File: config.mk
export PLATFORM = sky130hd
export DESIGN_NAME = fps_merge
export DESIGN_NICKNAME = d
export VERILOG_FILES = /design/src/hw/rtl/fps_pkg.sv /design/src/hw/rtl/fps_merge.sv
export SDC_FILE = /design/constraint.sdc
export NUM_CORES = 1
export LEC_CHECK = 0
export BUFFER_PORTS_ARGS = -buffer_cell sky130_fd_sc_hd__buf_2
export CAP_MARGIN = 25
export CORE_ASPECT_RATIO = 0.6
export CORE_MARGIN = 4
export CORE_UTILIZATION = 55
export DETAILED_ROUTE_END_ITERATION = 6
export PLACE_DENSITY = 0.83
export SETUP_SLACK_MARGIN = 0.3
export SYNTH_ARGS = -nofsm -noshare
export SYNTH_HDL_FRONTEND = slang
export SYNTH_SLANG_ARGS = --single-unit
File: constraint.sdc
create_clock -name clk_i -period 3.2 [get_ports clk_i]
set_clock_uncertainty 0.1 [all_clocks]
set_input_delay 0.32 -clock clk_i [delete_from_list [all_inputs] [get_ports clk_i]]
set_output_delay 0.32 -clock clk_i [all_outputs]
set_load 0.05 [all_outputs]
File: src/hw/rtl/fps_pkg.sv
package fps_pkg;

  localparam int MAX_POINTS  = 1024;
  localparam int MAX_SAMPLES = 64;
  localparam int LANES       = 4;
  localparam int LANE_W      = $clog2(LANES);
  localparam int IDX_W       = $clog2(MAX_POINTS);
  localparam int CNT_W       = IDX_W + 1;
  localparam int BANK_DEPTH  = MAX_POINTS / LANES;
  localparam int ADDR_W      = $clog2(BANK_DEPTH);
  localparam int ROW_W       = ADDR_W + 1;
  localparam int COORD_W     = 16;
  localparam int PT_W        = 3 * COORD_W;
  localparam int DIST_W      = 34;
  localparam int SQ_W        = 2 * COORD_W;
  localparam int SCNT_W      = 7;
  localparam int CFG_DATA_W  = 10;

  localparam logic [DIST_W-1:0] DIST_ONES = '1;

  typedef enum logic [0:0] {
    REG_SAMPLE_COUNT = 1'b0,
    REG_START_INDEX  = 1'b1
  } cfg_reg_e;

  typedef enum logic [2:0] {
    ST_LOAD,
    ST_CHECK,
    ST_EMIT,
    ST_FETCH,
    ST_FETCH_WAIT,
    ST_SWEEP,
    ST_DRAIN,
    ST_PICK
  } fps_state_e;

  // Per-lane control from the sequencer.
  typedef struct packed {
    logic              rd_en;   // read point and distance at rd_addr
    logic              sweep;   // the read belongs to a distance sweep
    logic [ADDR_W-1:0] rd_addr;
    logic              ld_we;   // store a new point, distance all ones
    logic              mk_we;   // mark an entry as selected
    logic [ADDR_W-1:0] wr_addr;
  } lane_ctl_t;

  // What one lane found in one sweep step.
  typedef struct packed {
    logic              valid;
    logic [DIST_W-1:0] score;
    logic [IDX_W-1:0]  idx;
  } cand_t;

endpackage

File: src/hw/rtl/fps_merge.sv
module fps_merge (
  input  logic                          clk_i,
  input  logic                          rst_ni,
  input  logic                          clear_i,
  input  fps_pkg::cand_t                cand_i [fps_pkg::LANES],
  output logic [fps_pkg::IDX_W-1:0]     best_idx_o
);
  import fps_pkg::*;

  cand_t best_q, best_d;
  cand_t step;

  always_comb begin
    step = '0;
    for (int l = 0; l < LANES; l++) begin
      if (cand_i[l].valid && (!step.valid || cand_i[l].score > step.score)) begin
        step = cand_i[l];
      end
    end
    best_d = best_q;
    if (clear_i) begin
      best_d = '0;
    end else if (step.valid && (!best_q.valid || step.score > best_q.score)) begin
      best_d = step;
    end
  end

  always_ff @(posedge clk_i or negedge rst_ni) begin
    if (!rst_ni) begin
      best_q <= '0;
    end else begin
      best_q <= best_d;
    end
  end

  assign best_idx_o = best_q.idx;

endmodule

==> results_dict.tcl, run 1 <==
set metrics [dict create \
    status "did not finish" \
    haltStage "global routing" \
    cts_buffer_depth 2 \
    num_rows 31 \
    firstError "[ERROR GRT-0116] Global routing finished with congestion. Check the congestion regions in the DRC Viewer." \
    dpl.cell_count 1463 \
    start_util 0.575 \
    grt_max_degree 46 \
    grtUsageTotal 0.742 \
    synth_warnings 0 \
    io_buffers 192 \
    cts_max_level 2 \
    syn_area_mm2 0.00709 \
    synth_cell_types 49 \
    pre_cts_ws_ns -6.48 \
    ys_ff_latch 45 \
    grt_pass1_vias 13962 \
    synth_flop_cell "dfrtp_1" \
    place_congestion 1.01 \
    ys_seq_area_frac 0.159 \
    cts_sinks 45 \
    grt-ovfl-total 1 \
    synth.net_count 1231 \
    synth_cells 912 \
    root_buffer "clkbuf_16" \
    avgSynthCellArea_um2 7.78 \
    grt_pass1_wl_um 83400 \
    die_h_um 96.0 \
    postSynth.asyncResetShare 1.00 \
    cts_inserted_buffers 5 \
    ios 193 \
    synth_edf_count 0 \
    fp.dieW_um 155 \
    cts.hold.buffers_added 0 \
    dpl.hpwl_um 24500 \
]
## metal layers
layer / GRT usage / GRT overflow
met1: 0.725 / 0
met2: 0.915 / 0
met3: 0.620 / 0
met4: 0.729 / 1
met5: 0.299 / 0
## stage by stage
stage / instance area (µm²) / TNS (ns)
after CTS: 12100 / -243.88
after detailed placement: 10400 / -277.48
after global placement: 10400 / -259.31
after floorplan: 7650 / -235.37
## what timing repair did
item | in CTS
pin swaps | 57
gates resized for setup | 147
endpoints found under the setup margin | 44
setup buffers | 42
gates cloned | 14
## logic make-up after synthesis
group,Yosys count,synth area share
AND/OR/NAND/NOR,334,0.242
AO/OA/AOI/OAI,284,0.289
adder cells (fa/ha/maj),136,0.240
buffers and inverters,113,0.0707
flip-flops,45,0.159
## Yosys cell counts, types with 4 or more instances
cell type / number / share of area
nand3_1: 17 / 0.012
or4_1: 4 / 0.0042
nor3_1: 6 / 0.0042
nor2_1: 15 / 0.0079
a221o_1: 13 / 0.018
a221oi_1: 35 / 0.043
a21oi_1: 88 / 0.062
or3_1: 34 / 0.030
a21o_1: 20 / 0.021
and2_1: 5 / 0.0044
or2_2: 34 / 0.030
buf_6: 4 / 0.0063
buf_4: 10 / 0.011
o21ai_0: 19 / 0.013
ha_1: 136 / 0.24
inv_1: 46 / 0.024
buf_1: 4 / 0.0021
buf_2: 8 / 0.0056
nand4_1: 28 / 0.025
clkbuf_1: 41 / 0.022
nand2b_1: 12 / 0.011
a211oi_1: 5 / 0.0053
a22oi_1: 33 / 0.035
nor2b_1: 37 / 0.033
nand2_1: 133 / 0.070
dfrtp_1: 45 / 0.16
a311oi_1: 44 / 0.054
==> inputs of run 2 (changes only) <==
--- a/config.mk
+++ b/config.mk
@@ -7,12 +7,10 @@
 export LEC_CHECK = 0
 export BUFFER_PORTS_ARGS = -buffer_cell sky130_fd_sc_hd__buf_2
 export CAP_MARGIN = 25
-export CORE_ASPECT_RATIO = 0.6
 export CORE_MARGIN = 4
-export CORE_UTILIZATION = 55
+export CORE_UTILIZATION = 40
 export DETAILED_ROUTE_END_ITERATION = 6
-export PLACE_DENSITY = 0.83
-export SETUP_SLACK_MARGIN = 0.3
+export PLACE_DENSITY_LB_ADDON = 0.15
 export SYNTH_ARGS = -nofsm -noshare
 export SYNTH_HDL_FRONTEND = slang
 export SYNTH_SLANG_ARGS = --single-unit
==> run 2 against run 1 <==
The flow now finishes, with violations (negative setup slack). Synthesized cell count did not move. Area after synthesis did not move.
==> results_dict.tcl, run 2 <==
set metrics [dict create \
    status "finished with violations" \
    violations "negative setup slack" \
    intPower_mw 2.87 \
    cts_tree "done" \
    grtUsageTotal 0.268 \
    syn_area_mm2 0.00709 \
    die_h_um 141 \
    cts_buffer_depth 2 \
    synth_common_cells "ha_1 (136), nand2_1 (133), a21oi_1 (88)" \
    finalCritPeriodShare 2.74 \
    io_buffers 192 \
    detail_route.first_pass.iterations 5 \
    postSynth.asyncResetShare 1.00 \
    num-fill-cells 1354 \
    cts_max_level 2 \
    crit_fanout 18 \
    antenna_found_initial 3 \
    vdd_drop_max_mv 0.383 \
    period_minus_slack_ns 8.78 \
    switching_power_mw 2.15 \
    leakage_nw 5.77 \
    fmax_ghz 0.114 \
    path_delay_family "simple AND/OR/NAND/NOR gates" \
    critPathBufInv 13 \
    cp-end-kind "flop" \
    required_ns 3.29 \
    cts_inserted_buffers 5 \
    wl_per_cell_um 19.1 \
    first_iter_violations 687 \
    hold_viol 0 \
    fin_util 0.701 \
    slew_headroom 0.286 \
    fp.dieW_um 141 \
    worst_pin_slew_ns 1.07 \
    core_area_mm2 0.0174 \
    grt_pass1_vias 8341 \
    rsz0062_at_grt "yes" \
    seqPwrFrac 0.162 \
    place_congestion 0.915 \
    largest_reg_flops 35 \
    area_delta_synth_final_pct 71.6 \
    maxCapViolations 0 \
    power_mw 5.02 \
    crit_arrival_ns 8.87 \
    grt_pass1_wl_um 43200 \
    synth_cells 912 \
    cts.clk_slew.worst_paths_ns 0.07 \
    final_cell_mix "buf_4 (237), buf_2 (191), nand2_1 (114), ha_1 (103), a21oi_1 (68)" \
    synth_warnings 0 \
    p_clk_frac 0.115 \
    largest-register "best_q" \
    path_class "in -> reg" \
    synth_cell_types 49 \
    max_stage_delay_ns 0.57 \
    synth.most_common_cell "ha_1" \
    setup_viol 44 \
    grt_max_degree 46 \
    ios 193 \
    cts_sinks 45 \
    final_cells 1555 \
    synth.net_count 1231 \
    avgSynthCellArea_um2 7.78 \
    drv_slew 0 \
    yosys-top-cells-area "ha_1 (24%), dfrtp_1 (16%), nand2_1 (7.0%), a21oi_1 (6.2%), a311oi_1 (5.4%)" \
    regArea_mm2 0.00113 \
    worstSetupStartpointType "input pin" \
    fp.dieArea_mm2 0.0199 \
    viasPerCell 5.71 \
    totalWireLength_um 29700 \
    synth_edf_count 0 \
    dpl.cell_count 1498 \
    holdCritPathClass "in -> reg" \
    netSwitchingFraction 0.428 \
    p_comb_frac 0.723 \
    ys_ff_latch 45 \
    root_buffer "clkbuf_16" \
    crit_path_top_delay_cell "or4_4" \
    yosysTopAreaCellShare 0.240 \
    synth_flop_cell "dfrtp_1" \
    vias 8879 \
    clk_latency_ns 0.30 \
    grt-ovfl-total 0 \
    hold_ws_ns 0.179 \
    multi_input_area_mm2 0.00675 \
    num_rows 48 \
    start_util 0.409 \
    pre_cts_ws_ns -6.29 \
    yosysTopAreaCell "ha_1" \
    crit_path_frequent_cell "buf_4" \
    final_common_cell "buf_4" \
    dpl.hpwl_um 21900 \
    p_per_area_mw_per_mm2 412 \
    fin_ws_ns -5.58 \
    final_layout_size_suffix_gt1_frac 0.518 \
    drc 0 \
    ys_seq_area_frac 0.159 \
    final_nets 1646 \
    drtAntennaViolNets 0 \
]
-- run 2: worst reg2reg max path, stage by stage, from the launching register on --
cell       delay [ns]
dfrtp_1          0.38
inv_1            0.11
ha_4             0.22
a21o_1           0.17
a21o_1           0.15
a21o_1           0.15
a21o_1           0.17
a221oi_2         0.22
o211ai_1         0.19
buf_4            0.18
and2_4           0.18
clkbuf_16        0.19
a311oi_1         0.23
-- run 2: power groups by stage --
stage | combinational [mW] | clock (mW) | sequential [mW]
4_1_cts | 3.19 | 0.579 | 0.806
5_1_grt | 3.92 | 0.601 | 0.828
2_1_floorplan | 1.81 | 0 | 0.783
3_3_place_gp | 2.74 | 0 | 0.799
6_report | 3.63 | 0.577 | 0.811
3_5_place_dp | 2.78 | 0 | 0.801
-- run 2: path summary, 6_finish.rpt --
kind,from,slack (ns),cells after the start,end
min in group asynchronous,rst_ni,0.38,2,best_q[13]$_DFFE_PN0P_
min reg2reg,best_q[35]$_DFFE_PN0P_,0.48,2,best_q[35]$_DFFE_PN0P_
max reg2reg,best_q[29]$_DFFE_PN0P_,0.46,12,best_q[16]$_DFFE_PN0P_
max in group asynchronous,rst_ni,2.10,3,best_idx_o[1]$_DFFE_PN0P_
max,cand_i[179],-5.58,44,best_q[16]$_DFFE_PN0P_
min,cand_i[6],0.18,3,best_idx_o[6]$_DFFE_PN0P_
-- run 2: cells by family after synthesis --
kind of cell / share of synthesized area
compound gates: 0.289
fa+ha+maj: 0.240
buf+inv: 0.0707
flops: 0.159
simple gates: 0.242
-- run 2: metal layers --
metal | vias to the layer above | part of all wire | global-route usage
met5 | - | 0.00044 | 0
met4 | 2 | 0.022 | 0.0571
met3 | 48 | 0.057 | 0.0224
met2 | 307 | 0.48 | 0.450
met1 | 4214 | 0.44 | 0.376
li1 | 4308 | - | -
-- run 2: stage by stage --
step | area (µm²) | setup TNS, ns
2_1_floorplan | 7650 | -235.37
3_3_place_gp | 10300 | -268.96
3_5_place_dp | 10300 | -274.17
4_1_cts | 11400 | -237.62
5_1_grt | 12200 | -260.70
6_report | 12200 | -243.96
-- run 2: cell type report --
type	instances	share of cell area
clock buffers	7	0.0125
repair buffers	475	0.302
well taps	225	0.0231
multi-input cells	754	0.554
clock inverters	1	0.000719
inverters	46	0.0142
flip-flops and latches	45	0.0925
diodes	2	0.000411
-- run 2: timing repair --
| item | 4_1_cts | 5_1_grt |
|---|---|---|
| gates resized for setup | 101 | 99 |
| gates cloned | 9 | 8 |
| hold endpoints to repair | 14 | 0 |
| buffers inserted | 23 | 9 |
| pin swaps | 25 | 63 |
| hold buffers | 1 | 0 |
| endpoints found under the setup margin | 44 | 44 |
Power figures use the tool's default switching activity.
